<file path="src/hdl/tsrt_pkg.sv">
// Shared types and constants of the segment reassembly table.
package tsrt_pkg;

   localparam int TABLE_ENTRIES_DEF = 64;

   localparam logic [1:0] OP_ADD    = 2'd0;
   localparam logic [1:0] OP_REMOVE = 2'd1;
   localparam logic [1:0] OP_CLEAR  = 2'd2;

   typedef struct packed {
      logic [31:0] key;
      logic [15:0] len;
   } entry_type;

   typedef struct packed {
      logic rd_en;
      logic wr_en;
      logic pop;
      logic flush;
   } store_ctl_type;

   typedef enum logic [3:0] {
      ST_IDLE,
      ST_SCAN_RD,
      ST_SCAN_EV,
      ST_SHIFT_RD,
      ST_SHIFT_WR,
      ST_PUT_WR,
      ST_CHAIN_RD,
      ST_CHAIN_EV,
      ST_RM_RD,
      ST_RM_EV,
      ST_STAT_RD,
      ST_STAT_EV,
      ST_DONE
   } state_type;

endpackage

</file>
<file path="src/hdl/tsrt_store.sv">
// Circular entry memory addressed by logical index from the lowest entry.
module tsrt_store #(
   parameter int TABLE_ENTRIES = tsrt_pkg::TABLE_ENTRIES_DEF
) (
   input  logic                              clock,
   input  logic                              reset,
   input  tsrt_pkg::store_ctl_type           ctl,
   input  logic [$clog2(TABLE_ENTRIES+1)-1:0] rd_idx,
   input  logic [$clog2(TABLE_ENTRIES+1)-1:0] wr_idx,
   input  tsrt_pkg::entry_type               wr_data,
   output tsrt_pkg::entry_type               rd_data
);
   localparam int AW = $clog2(TABLE_ENTRIES);
   localparam int CW = $clog2(TABLE_ENTRIES + 1);
   localparam logic [CW:0] DEPTH = (CW+1)'(TABLE_ENTRIES);
   localparam logic [AW-1:0] LAST = AW'(TABLE_ENTRIES - 1);

   tsrt_pkg::entry_type mem [TABLE_ENTRIES];
   tsrt_pkg::entry_type rd_data_ff;
   logic [AW-1:0] head_ff, head_in;
   logic [CW:0]   rd_sum, wr_sum, rd_phys, wr_phys;

   // Map logical index onto the ring.
   always_comb begin
      rd_sum  = (CW+1)'(head_ff) + {1'b0, rd_idx};
      wr_sum  = (CW+1)'(head_ff) + {1'b0, wr_idx};
      rd_phys = (rd_sum >= DEPTH) ? rd_sum - DEPTH : rd_sum;
      wr_phys = (wr_sum >= DEPTH) ? wr_sum - DEPTH : wr_sum;
   end

   always_comb begin
      head_in = head_ff;
      if (ctl.flush) begin
         head_in = '0;
      end else if (ctl.pop) begin
         head_in = (head_ff == LAST) ? '0 : head_ff + 1'b1;
      end
   end

   always_ff @(posedge clock) begin
      if (reset) begin
         head_ff <= '0;
      end else begin
         head_ff <= head_in;
      end
   end

   always_ff @(posedge clock) begin
      if (ctl.wr_en) begin
         mem[wr_phys[AW-1:0]] <= wr_data;
      end
      if (ctl.rd_en) begin
         rd_data_ff <= mem[rd_phys[AW-1:0]];
      end
   end

   assign rd_data = rd_data_ff;

endmodule

</file>
<file path="src/hdl/tcp_segment_reassembly_table_unit.sv">
// Top level of the TCP segment reassembly table.
// The block keeps up to TABLE_ENTRIES segment descriptors (key, length) in
// ascending unsigned key order in a single-port-read, single-port-write ring
// memory, plus the next expected sequence number and a running byte total.
// One request is worked at a time by a small sequencer that reads each entry
// in a read state that issues the address, then an evaluate state that
// compares the registered data. An add scans the table, shifts the tail up
// by one entry and, when it lands on the expected number, follows the
// contiguous chain (up to two passes); an add whose key is already present,
// or that meets a full table (flagged as dropped), is not inserted. A
// remove pops lowest entries; a split reinserts the rest by scan and shift.
// Every request ends with a status pass over the contiguous head of the
// table and a final state that posts the result. req_stall stays high from
// acceptance until the result is posted to the output register; a pending
// result waits there without blocking the next request. Writing the csr
// register restarts the expected number and must happen only while the block is idle.
module tcp_segment_reassembly_table_unit #(
   parameter int TABLE_ENTRIES = tsrt_pkg::TABLE_ENTRIES_DEF
) (
   input  logic                               clock,
   input  logic                               reset,
   input  logic                               csr_wr_en,
   input  logic [31:0]                        csr_wr_data,
   input  logic                               req_valid,
   output logic                               req_stall,
   input  logic [1:0]                         req_operation,
   input  logic [31:0]                        req_seq_num,
   input  logic [15:0]                        req_byte_count,
   output logic                               rsp_valid,
   input  logic                               rsp_stall,
   output logic                               rsp_inserted,
   output logic                               rsp_dropped_full,
   output logic [31:0]                        rsp_expected_seq,
   output logic [31:0]                        rsp_bytes_to_read,
   output logic [$clog2(TABLE_ENTRIES+1)-1:0] rsp_packets_to_read,
   output logic                               rsp_missing_segments,
   output logic [$clog2(TABLE_ENTRIES+1)-1:0] rsp_entries_used,
   output logic [31:0]                        rsp_total_bytes
);
   localparam int CW = $clog2(TABLE_ENTRIES + 1);
   localparam logic [CW-1:0] FULL = CW'(TABLE_ENTRIES);

   tsrt_pkg::state_type state_ff, state_in;
   tsrt_pkg::store_ctl_type ctl;
   tsrt_pkg::entry_type rd_data, wr_data;
   logic [CW-1:0] rd_idx, wr_idx;

   logic [31:0]   initial_ff, initial_in;
   logic [31:0]   expected_ff, expected_in;
   logic [31:0]   total_ff, total_in;
   logic [CW-1:0] used_ff, used_in;
   logic [1:0]    op_ff, op_in;
   logic [31:0]   seq_ff, seq_in;
   logic [15:0]   cnt_ff, cnt_in;
   logic [CW-1:0] idx_ff, idx_in;
   logic [CW-1:0] pos_ff, pos_in;
   logic          found_ff, found_in;
   logic [31:0]   put_key_ff, put_key_in;
   logic [15:0]   put_len_ff, put_len_in;
   logic [15:0]   removed_ff, removed_in;
   logic [31:0]   run_ff, run_in;
   logic [CW-1:0] pkts_ff, pkts_in;
   logic [31:0]   first_key_ff, first_key_in;
   logic [15:0]   first_len_ff, first_len_in;
   logic          inserted_ff, inserted_in;
   logic          dropped_ff, dropped_in;

   logic          rsp_valid_ff, rsp_valid_in;
   logic          rsp_inserted_ff, rsp_dropped_ff, rsp_missing_ff;
   logic [31:0]   rsp_expected_ff, rsp_bytes_ff, rsp_total_ff;
   logic [CW-1:0] rsp_pkts_ff, rsp_used_ff;
   logic          rsp_load;

   logic          req_xfer;
   logic [32:0]   chain_sum;
   logic [16:0]   rm_sum;
   logic [15:0]   rm_part;
   logic [31:0]   bytes_calc;
   logic [31:0]   span;
   logic          missing_calc;

   tsrt_store #(.TABLE_ENTRIES(TABLE_ENTRIES)) u_store (
      .clock   (clock),
      .reset   (reset),
      .ctl     (ctl),
      .rd_idx  (rd_idx),
      .wr_idx  (wr_idx),
      .wr_data (wr_data),
      .rd_data (rd_data)
   );

   assign req_stall = (state_ff != tsrt_pkg::ST_IDLE);
   assign req_xfer  = req_valid && !req_stall;

   // Chain and trim arithmetic on the registered memory word.
   assign chain_sum = {1'b0, expected_ff} + {17'b0, rd_data.len};
   assign rm_sum    = {1'b0, removed_ff} + {1'b0, rd_data.len};
   assign rm_part   = cnt_ff - removed_ff;

   // Status word from the summary registers.
   always_comb begin
      bytes_calc = '0;
      if (used_ff != '0) begin
         if (first_key_ff != initial_ff && first_key_ff != expected_ff && used_ff == CW'(1)) begin
            bytes_calc = {16'b0, first_len_ff};
         end else if (expected_ff > first_key_ff) begin
            bytes_calc = expected_ff - first_key_ff;
         end
      end
      span         = expected_ff - initial_ff;
      missing_calc = $signed(total_ff) < $signed(span);
   end

   always_comb begin
      state_in     = state_ff;
      initial_in   = initial_ff;
      expected_in  = expected_ff;
      total_in     = total_ff;
      used_in      = used_ff;
      op_in        = op_ff;
      seq_in       = seq_ff;
      cnt_in       = cnt_ff;
      idx_in       = idx_ff;
      pos_in       = pos_ff;
      found_in     = found_ff;
      put_key_in   = put_key_ff;
      put_len_in   = put_len_ff;
      removed_in   = removed_ff;
      run_in       = run_ff;
      pkts_in      = pkts_ff;
      first_key_in = first_key_ff;
      first_len_in = first_len_ff;
      inserted_in  = inserted_ff;
      dropped_in   = dropped_ff;
      ctl          = '0;
      rd_idx       = idx_ff;
      wr_idx       = idx_ff;
      wr_data      = rd_data;
      rsp_load     = 1'b0;

      unique case (state_ff)
         tsrt_pkg::ST_IDLE: begin
            if (csr_wr_en) begin
               initial_in  = csr_wr_data;
               expected_in = csr_wr_data;
            end
            if (req_xfer) begin
               op_in       = req_operation;
               seq_in      = req_seq_num;
               cnt_in      = req_byte_count;
               inserted_in = 1'b0;
               dropped_in  = 1'b0;
               idx_in      = '0;
               pkts_in     = '0;
               state_in    = tsrt_pkg::ST_STAT_RD;
               unique case (req_operation)
                  tsrt_pkg::OP_ADD: begin
                     if (req_byte_count != '0) begin
                        put_key_in = req_seq_num;
                        put_len_in = req_byte_count;
                        pos_in     = used_ff;
                        found_in   = 1'b0;
                        state_in   = tsrt_pkg::ST_SCAN_RD;
                     end
                  end
                  tsrt_pkg::OP_REMOVE: begin
                     removed_in = '0;
                     state_in   = tsrt_pkg::ST_RM_RD;
                  end
                  tsrt_pkg::OP_CLEAR: begin
                     used_in   = '0;
                     total_in  = '0;
                     ctl.flush = 1'b1;
                  end
                  default: begin
                  end
               endcase
            end
         end

         // Look for the key and the first larger key.
         tsrt_pkg::ST_SCAN_RD: begin
            if (idx_ff == used_ff) begin
               if (found_ff) begin
                  state_in = (op_ff == tsrt_pkg::OP_ADD) ? tsrt_pkg::ST_STAT_RD
                                                         : tsrt_pkg::ST_PUT_WR;
                  idx_in   = '0;
               end else if (used_ff == FULL) begin
                  dropped_in = 1'b1;
                  idx_in     = '0;
                  state_in   = tsrt_pkg::ST_STAT_RD;
               end else begin
                  idx_in   = used_ff;
                  state_in = tsrt_pkg::ST_SHIFT_RD;
               end
            end else begin
               ctl.rd_en = 1'b1;
               state_in  = tsrt_pkg::ST_SCAN_EV;
            end
         end

         tsrt_pkg::ST_SCAN_EV: begin
            if (rd_data.key == put_key_ff) begin
               found_in = 1'b1;
               pos_in   = idx_ff;
            end else if (rd_data.key > put_key_ff && pos_ff == used_ff) begin
               pos_in = idx_ff;
            end
            idx_in   = idx_ff + 1'b1;
            state_in = tsrt_pkg::ST_SCAN_RD;
         end

         // Move the tail up by one entry, top first.
         tsrt_pkg::ST_SHIFT_RD: begin
            if (idx_ff == pos_ff) begin
               state_in = tsrt_pkg::ST_PUT_WR;
            end else begin
               ctl.rd_en = 1'b1;
               rd_idx    = idx_ff - 1'b1;
               state_in  = tsrt_pkg::ST_SHIFT_WR;
            end
         end

         tsrt_pkg::ST_SHIFT_WR: begin
            ctl.wr_en = 1'b1;
            wr_idx    = idx_ff;
            wr_data   = rd_data;
            idx_in    = idx_ff - 1'b1;
            state_in  = tsrt_pkg::ST_SHIFT_RD;
         end

         tsrt_pkg::ST_PUT_WR: begin
            ctl.wr_en   = 1'b1;
            wr_idx      = pos_ff;
            wr_data.key = put_key_ff;
            wr_data.len = put_len_ff;
            if (!found_ff) begin
               used_in = used_ff + 1'b1;
            end
            idx_in   = '0;
            state_in = tsrt_pkg::ST_STAT_RD;
            if (op_ff == tsrt_pkg::OP_ADD) begin
               inserted_in = 1'b1;
               total_in    = total_ff + {16'b0, cnt_ff};
               if (expected_ff == seq_ff) begin
                  expected_in = expected_ff + {16'b0, cnt_ff};
                  state_in    = tsrt_pkg::ST_CHAIN_RD;
               end
            end
         end

         // Advance the expected number across contiguous entries.
         tsrt_pkg::ST_CHAIN_RD: begin
            if (idx_ff == used_ff) begin
               idx_in   = '0;
               state_in = tsrt_pkg::ST_STAT_RD;
            end else begin
               ctl.rd_en = 1'b1;
               state_in  = tsrt_pkg::ST_CHAIN_EV;
            end
         end

         tsrt_pkg::ST_CHAIN_EV: begin
            state_in = tsrt_pkg::ST_CHAIN_RD;
            if (rd_data.key == expected_ff) begin
               expected_in = chain_sum[31:0];
               // Wrapped past zero: restart from the lowest key.
               idx_in      = chain_sum[32] ? '0 : idx_ff + 1'b1;
            end else if (rd_data.key < expected_ff) begin
               idx_in = idx_ff + 1'b1;
            end else begin
               idx_in   = '0;
               state_in = tsrt_pkg::ST_STAT_RD;
            end
         end

         // Trim from the lowest entry.
         tsrt_pkg::ST_RM_RD: begin
            if (removed_ff >= cnt_ff || used_ff == '0) begin
               idx_in   = '0;
               state_in = tsrt_pkg::ST_STAT_RD;
            end else begin
               ctl.rd_en = 1'b1;
               rd_idx    = '0;
               state_in  = tsrt_pkg::ST_RM_EV;
            end
         end

         tsrt_pkg::ST_RM_EV: begin
            ctl.pop = 1'b1;
            used_in = used_ff - 1'b1;
            if (rm_sum <= {1'b0, cnt_ff}) begin
               removed_in = rm_sum[15:0];
               state_in   = tsrt_pkg::ST_RM_RD;
            end else begin
               // Split: reinsert the rest of the lowest entry.
               put_key_in = rd_data.key + {16'b0, rm_part};
               put_len_in = rd_data.len - rm_part;
               removed_in = cnt_ff;
               idx_in     = '0;
               pos_in     = used_ff - 1'b1;
               found_in   = 1'b0;
               state_in   = tsrt_pkg::ST_SCAN_RD;
            end
         end

         // Count contiguous entries from the lowest key.
         tsrt_pkg::ST_STAT_RD: begin
            if (idx_ff == used_ff) begin
               state_in = tsrt_pkg::ST_DONE;
            end else begin
               ctl.rd_en = 1'b1;
               state_in  = tsrt_pkg::ST_STAT_EV;
            end
         end

         tsrt_pkg::ST_STAT_EV: begin
            state_in = tsrt_pkg::ST_STAT_RD;
            if (idx_ff == '0) begin
               first_key_in = rd_data.key;
               first_len_in = rd_data.len;
               run_in       = rd_data.key + {16'b0, rd_data.len};
               pkts_in      = CW'(1);
               idx_in       = CW'(1);
            end else if (rd_data.key == run_ff) begin
               run_in  = run_ff + {16'b0, rd_data.len};
               pkts_in = pkts_ff + 1'b1;
               idx_in  = idx_ff + 1'b1;
            end else begin
               state_in = tsrt_pkg::ST_DONE;
            end
         end

         // Post the result once the output register is free.
         tsrt_pkg::ST_DONE: begin
            if (!rsp_valid_ff || !rsp_stall) begin
               rsp_load = 1'b1;
               state_in = tsrt_pkg::ST_IDLE;
            end
         end

         default: begin
            state_in = tsrt_pkg::ST_IDLE;
         end
      endcase
   end

   always_comb begin
      rsp_valid_in = rsp_valid_ff;
      if (rsp_load) begin
         rsp_valid_in = 1'b1;
      end else if (rsp_valid_ff && !rsp_stall) begin
         rsp_valid_in = 1'b0;
      end
   end

   always_ff @(posedge clock) begin
      if (reset) begin
         state_ff     <= tsrt_pkg::ST_IDLE;
         initial_ff   <= '0;
         expected_ff  <= '0;
         total_ff     <= '0;
         used_ff      <= '0;
         rsp_valid_ff <= 1'b0;
      end else begin
         state_ff     <= state_in;
         initial_ff   <= initial_in;
         expected_ff  <= expected_in;
         total_ff     <= total_in;
         used_ff      <= used_in;
         rsp_valid_ff <= rsp_valid_in;
      end
   end

   always_ff @(posedge clock) begin
      op_ff        <= op_in;
      seq_ff       <= seq_in;
      cnt_ff       <= cnt_in;
      idx_ff       <= idx_in;
      pos_ff       <= pos_in;
      found_ff     <= found_in;
      put_key_ff   <= put_key_in;
      put_len_ff   <= put_len_in;
      removed_ff   <= removed_in;
      run_ff       <= run_in;
      pkts_ff      <= pkts_in;
      first_key_ff <= first_key_in;
      first_len_ff <= first_len_in;
      inserted_ff  <= inserted_in;
      dropped_ff   <= dropped_in;
      if (rsp_load) begin
         rsp_inserted_ff <= inserted_ff;
         rsp_dropped_ff  <= dropped_ff;
         rsp_expected_ff <= expected_ff;
         rsp_bytes_ff    <= bytes_calc;
         rsp_pkts_ff     <= (used_ff == '0) ? '0 : pkts_ff;
         rsp_missing_ff  <= missing_calc;
         rsp_used_ff     <= used_ff;
         rsp_total_ff    <= total_ff;
      end
   end

   assign rsp_valid            = rsp_valid_ff;
   assign rsp_inserted         = rsp_inserted_ff;
   assign rsp_dropped_full     = rsp_dropped_ff;
   assign rsp_expected_seq     = rsp_expected_ff;
   assign rsp_bytes_to_read    = rsp_bytes_ff;
   assign rsp_packets_to_read  = rsp_pkts_ff;
   assign rsp_missing_segments = rsp_missing_ff;
   assign rsp_entries_used     = rsp_used_ff;
   assign rsp_total_bytes      = rsp_total_ff;

endmodule

</file>
<file path="config.mk">
export PLATFORM = sky130hd
export DESIGN_NAME = tcp_segment_reassembly_table_unit
export DESIGN_NICKNAME = d
export VERILOG_FILES = /design/src/hdl/tsrt_pkg.sv /design/src/hdl/tsrt_store.sv /design/src/hdl/tcp_segment_reassembly_table_unit.sv
export SDC_FILE = /design/constraint.sdc
export NUM_CORES = 2
export LEC_CHECK = 0
export ABC_AREA = 1
export ABC_CLOCK_PERIOD_IN_PS = 7200
export BUFFER_PORTS_ARGS = -buffer_cell sky130_fd_sc_hd__buf_2
export CORE_ASPECT_RATIO = 0.5
export CORE_MARGIN = 2
export CORE_UTILIZATION = 45
export CTS_CLUSTER_DIAMETER = 60
export DETAILED_ROUTE_END_ITERATION = 10
export PLACE_DENSITY = 0.7
export SLEW_MARGIN = 20
export SYNTH_ARGS = -nofsm -noshare
export SYNTH_HDL_FRONTEND = slang
export SYNTH_SLANG_ARGS = --single-unit
</file>
<file path="constraint.sdc">
create_clock -name clock -period 7.2 [get_ports clock]
set_input_delay 0.36 -clock clock [delete_from_list [all_inputs] [get_ports clock]]
set_output_delay 0.36 -clock clock [all_outputs]
set_load 0.01 [all_outputs]
</file>
Yosys cells after proc, flatten, opt, wreduce, memory -nomap -nowiden:

Memory sizes are Yosys's and may differ from the RTL's. A register that Yosys moved wholly into a read port is not among the register bits.
Cells that the tools add are included.

* word-level logic and storage cells: 267
* memories kept: 1
* memory bits (writable): 3072
* bits of input ports: 87
* register bits: 445
* output and inout port bits: 115

Memories
* u_store.mem: words 64, width 48, rd ports 1, clocked after memory_dff 1, wr ports 1, RTL line tsrt_store.sv:18 `tsrt_pkg::entry_type mem [TABLE_ENTRIES];`

* equality and inequality tests: 46
* add/sub/neg operators: 21
* bitwise operators: 2
* $lt $le $gt $ge: 8
* reductions and logical operators: 48
* multiplexer cells: 110

Operators by type and width (count)
* 2-to-1 mux 32 bit: 13
* 2-to-1 mux 7 bit: 26
* adder 32 x 16 -> 32 bit: 5
* 2-to-1 mux 16 bit: 9
* equality test 32 bit: 4
* one-hot mux 32 bit (2 select lines): 2
* one-hot mux 32 bit (3 select lines): 1
* one-hot mux 7 bit (10 select lines): 1
* greater-than comparator 32 bit: 2
* < comparator 32 bit: 2
* inequality test 32 bit: 2
* one-hot mux 16 bit (2 select lines): 2
* subtractor 32 bit: 2
* 2-to-1 mux 4 bit: 13
* one-hot mux 4 bit (13 select lines): 1
* 2-to-1 mux 48 bit: 1
* one-hot mux 7 bit (3 select lines): 2
* adder 32 x 16 -> 33 bit: 1
* subtractor 16 bit: 2
* inequality test 2 bit, second input constant: 15
* one-hot mux 7 bit (2 select lines): 2
* 2-to-1 mux 1 bit: 25
* adder 7 x 1 -> 7 bit, second input constant: 3
* equality test 7 bit: 3
* 46 further kinds: 96

Longest topological paths before layout:

* depth after elaboration: 7
* depth in mapped cells: 28
* mapped depth without buffers: 26

Modules after synthesis:

A second synthesis with hierarchy kept.

* cell total of the unflattened synthesis: 17569
* area total of the unflattened synthesis: 168058.7 µm²

Modules (own cells, without submodules)
* tsrt_store: area an instance 134893.1 µm², times used 1, cells each 13271
* tcp_segment_reassembly_table_unit: area an instance 33165.6 µm², times used 1, cells each 4298

Least setup slack after synthesis:

No wires, ideal clock.

* kind: reg-to-reg
* start point: reg state_ff[0]
* end point: reg rsp_bytes_ff[0], in the netlist rsp_bytes_to_read[0] (enable)
* period minus slack after synthesis: 6.029 ns
* path slack: 1.171 ns
* cell stages (with the launch flop): 6
* arrival: 5.443 ns
* data required time: 6.614 ns
* path through: dfxtp_1 -> nor2_1 -> inv_1 -> nor3_1 -> inv_1 -> nor2_1

* longest elaborated chain between the ends: 2

Ends and longest elaborated chain
* start: declaration: RTL line tcp_segment_reassembly_table_unit.sv:43 `tsrt_pkg::state_type state_ff, state_in;`
* start signal: assignment: RTL line tcp_segment_reassembly_table_unit.sv:359 `state_ff <= tsrt_pkg::ST_IDLE;`
* start signal: assignment: RTL line tcp_segment_reassembly_table_unit.sv:366 `state_ff <= state_in;`
* equality test 4 bit: RTL line tcp_segment_reassembly_table_unit.sv:141 `unique case (state_ff)`
* 2-to-1 mux 1 bit: RTL line tcp_segment_reassembly_table_unit.sv:141
* via rsp_load: RTL line tcp_segment_reassembly_table_unit.sv:72 `logic rsp_load;`
* end signal: assignment: RTL line tcp_segment_reassembly_table_unit.sv:395 `rsp_bytes_ff <= bytes_calc;`
* end: declaration: RTL line tcp_segment_reassembly_table_unit.sv:70 `logic [31:0] rsp_expected_ff, rsp_bytes_ff, rsp_total_ff;`

The timed path passes the listed nets, and every way through them passes these cells.
A chain may end at the register's enable or synchronous reset.

Worst setup path after layout:

* start point: reg cnt_ff[0]
* end point: reg, netlist name u_store.rd_data[5]

* longest elaborated chain between the ends: 7
* elaborated cells on any way between the ends: 10
* classes of those cells: add/sub (2); order compare (2); mux (5); reduce/logical (1)

Ends and longest elaborated chain
* start: declaration: RTL line tcp_segment_reassembly_table_unit.sv:54 `logic [15:0] cnt_ff, cnt_in;`
* start signal: assignment: RTL line tcp_segment_reassembly_table_unit.sv:378 `cnt_ff <= cnt_in;`
* >= comparator 16 bit (*): RTL line tcp_segment_reassembly_table_unit.sv:279 `if (removed_ff >= cnt_ff || used_ff == '0) begin`
* logical OR 1 bit (*): RTL line tcp_segment_reassembly_table_unit.sv:279
* 2-to-1 mux 7 bit: RTL line tcp_segment_reassembly_table_unit.sv:279
* one-hot mux 7 bit (2 select lines): RTL line tcp_segment_reassembly_table_unit.sv:141
* adder 6 x 7 -> 8 bit: RTL line tsrt_store.sv:25 `rd_sum = (CW+1)'(head_ff) + {1'b0, rd_idx};`
* >= comparator 8 x 7 -> 1 bit / subtractor 6 x 1 -> 6 bit (equally long branches): RTL line tsrt_store.sv:27 `rd_phys = (rd_sum >= DEPTH) ? rd_sum - DEPTH : rd_sum;`
* 2-to-1 mux 6 bit: RTL line tsrt_store.sv:27

Every way passes the cells marked *; elsewhere a longest branch is shown, timed or not.

==> key figures <==
Run status
  • Status: finished, final reports clean

Synthesis
  • Synthesized Nets: approximately 12000
  • Post-synth ARST share: 0%
  • Synth Register Bits: 3565
  • Dominant synthesized flop cell: edfxtp_1
  • Post-synth cell types: between 60 and 70
  • YS warnings: 0
  • Mapped Cells: 11920
  • Post-synth EDFFs: between 3000 and 4000
  • Cell Area, Synth: ~160000 sq um
  • Register area share after synthesis: between 60% and 70%
  • Avg Inst Size Synth: roughly 13 sq um

Timing
  • Final setup violation count: 0
  • Final min period: ~6800 ps
  • Unrepaired setup endpoints after global routing: false
  • TNS Setup: 0 ps
  • Relative slew slack: between 20% and 30%
  • Hold Slack: around 76 ps
  • Final hold vios: 0
  • Slew @ Worst Pin: 1168 ps
  • Highest Clock Rate: about 150 MHz
  • Clock skew: approximately 60 ps
  • Final period util: a little over nine tenths
  • Setup WS post-layout: between 400 and 500 ps
  • Max Slew Vio Count: 0

Power
  • Sequential share of power: between 30% and 40%
  • P_int: 48.10 mW
  • Clock network power share: 21.5%
  • Switching power: about 35 mW
  • Pleak: about 60 nW
  • Sw frac: between 40% and 50%
  • PwrDens: 471.3 nW/um^2
  • Max VDD drop: approximately 0.44 mV
  • Comb pwr share: roughly 45%

Die
  • Core Area: around 340000 sq um
  • Die Wd: around 830 um
  • Rows: ~150
  • Num ports: a little over 200
  • Initial core utilization: 45.21%
  • Die Height: ~420 um
  • Die Area: approximately 350000 sq um

Clocking
  • Sink Count: 3565
  • Root Buffer Master: clkbuf_16
  • Deepest clock path buffer count: 4
  • CTS tree: built
  • Num CTS Buffers: ~330
  • Clk_lat worst skew: between 900 and 1000 ps
  • H-Tree Level Count: 5
  • Clock-pin slew on the worst setup and hold paths: ~70 ps

GRT
  • Pin count of the biggest net entering global routing: about 160
  • Initial antenna violation count: 24
  • Number of global-route vias before repair: roughly 100k
  • First-pass GRT wire length: roughly 710 mm
  • Grt ovf: 0
  • GRT Total Usage: between 20% and 30%

Final layout
  • Post-route insts no fill: about 17000
  • Final net count: roughly 13000
  • Syn-to-layout area delta: 13.73%
  • Ratio of cells with drive above 1 in the final layout: between 10% and 20%
  • Layout Utilization: 51.42%

Setup path
  • Critical path class: reg -> reg
  • Worst path required time: 7980 ps
  • Crit path max fanout: 65
  • Most common cell on crit path: nand2_1
  • CP bufs+invs: 4
  • Critical Path Source: cnt_ff[0]
  • Reg-to-Reg End: u_store.rd_data[5]
  • Worst R2R Setup Slack: 440 ps
  • Worst R2R Start: cnt_ff[0]
  • Slowest stage cell, crit path: fa_4
  • Largest stage delay on the critical path: ~1300 ps
  • CP endpoint kind: flip-flop
  • WP data arrival: around 7500 ps
  • Reg2Reg Depth: 25
  • Worst path depth: 25
  • Setup crit end: u_store.rd_data[5]
  • CP Launch Type: flip-flop
  • CP delay by family, top: simple AND/OR/NAND/NOR gates

Route
  • Drt pass-1 iters: 9
  • DR WL/cell: 29.14 um
  • Via-to-Cell Ratio: approximately 6.2
  • Final WL: about 500 mm
  • Initial DRC Count: approximately 16000
  • Post-route ant nets: 0
  • Via count: 107100
  • DRC: 0

Job
  • Max Cap Viol: 0

Placed design
  • Placed Cells: between 15000 and 20000
  • Port Buf Inserts: ~200
  • Final HPWL DP: 301.0 mm
  • Final GP Congestion: 0.9945
  • Setup Slack @ Placement: around 270 ps

Worst hold path
  • HP Class: in -> reg
-- Yosys cell counts (19+ instances only) --
library cell  instances  area (sq um)
buf_1                38         142.6
clkbuf_1            439          1648
a21o_1               25         187.7
nor4_1               26         162.7
a21oi_1             368          1842
buf_2               155         775.7
buf_4                36         270.3
o221ai_1            779          6823
a32oi_1              49         429.2
nor3_1               76         380.4
ha_1                318          3979
or2_2                23         143.9
nand3_1             609          3048
a31oi_1             125         782.0
inv_2                19         71.32
a21boi_1             43         322.8
o21bai_1             19         142.6
xnor2_1             101         884.6
dfxtp_1             114          2282
nand4_1              68         425.4
nor2_1             1197          4493
inv_1               526          1974
mux2i_1             768          7687
edfxtp_1           3451        103600
nand2_1            1097          4118
o21ai_0            1105          5530
xor2_1              139          1217
-- flip-flops by register name, indices dropped and copies added (netlist names), 16 cells and up --
name	cells
u_store.rd_data	48
rsp_bytes_to_read	32
first_len_ff	16
cnt_ff	16
put_key_ff	32
rsp_total_bytes	32
u_store.mem	3072
expected_ff	32
removed_ff	16
initial_ff	32
first_key_ff	32
total_ff	32
put_len_ff	16
seq_ff	32
run_ff	32
rsp_expected_seq	32
-- power by group through the flow --
stage | logic (mW) | registers [mW] | clock network (mW)
floorplan | 23.3 | 28.0 | 0
global placement | 35.7 | 28.1 | 0
detailed placement | 36.3 | 28.1 | 0
CTS | 36.6 | 27.6 | 18.0
global route | 40.1 | 27.7 | 18.7
finish | 37.5 | 27.7 | 17.9
-- worst min-delay path: cells and delay by family --
family	cells	cell delay, ps
buf+inv	2	380
simple gates	1	170
-- worst min path at each step --
stage | startpoint | endpoint | depth (start not counted)
finish | reset | state_ff[0] | 3
global route | reset | state_ff[0] | 3
CTS | reset | state_ff[0] | 3
detailed placement | inserted_ff | rsp_inserted | 0
global placement | inserted_ff | rsp_inserted | 0
floorplan | dropped_ff | rsp_dropped_full | 0
-- through the flow --
step	area, sq um	total power, mW
floorplan	155100	51.21
finish	176400	83.14
global route	176400	86.60
global placement	164700	63.78
detailed placement	164700	64.38
CTS	176300	82.17
-- routing by layer --
metal | vias up | track usage, % | share of wire [%]
li1 | 45820 | - | -
met1 | 53060 | 37.84 | 38
met2 | 7080 | 41.95 | 44
met3 | 1144 | 6.781 | 13
met4 | 16 | 12.23 | 5.2
met5 | - | 0 | 0.053
-- layout by cell type (no fill, tap or decap), drive strengths merged, types with 114 or more instances in the layout --
master / synthesis / routed
o21ai: 1126 / 1126
inv: 547 / 562
clkbuf: 441 / 418
buf: 237 / 608
mux2i: 768 / 768
clkinv: 3 / 129
nand3: 610 / 610
xor2: 139 / 139
a21oi: 368 / 368
o221ai: 779 / 779
nand2: 1110 / 1110
a31oi: 125 / 125
ha: 318 / 318
nor2: 1209 / 1209
edfxtp: 3451 / 3451
dfxtp: 114 / 114
-- timing repair --
item | 4_1_cts | 5_1_grt
endpoints found under the setup margin | 0 | 1
gates resized for setup | 0 | 1
hold buffers | 84 | 0
setup buffers | 0 | 0
hold endpoints to repair | 160 | 0
-- cell type report --
type	instances	area, sq um
multi-input combinational	7126	45220
sequential	3565	105900
inverter	550	2100
clock inverter	182	1821
tap	4620	5781
antenna	6	15.01
fill	28270	166700
timing repair buffer	692	6590
clock buffer	418	8969
-- cells by family after synthesis --
family          Yosys count  share of synthesized area, %
compound gates         2637                         10.95
mux                     768                         4.956
fa+ha+maj               330                         2.720
simple gates           3151                         8.506
buf+inv                1228                         3.232
xor+xnor                240                         1.355
flops                  3565                         68.29
No activity file was read; power rests on OpenSTA's default activity.
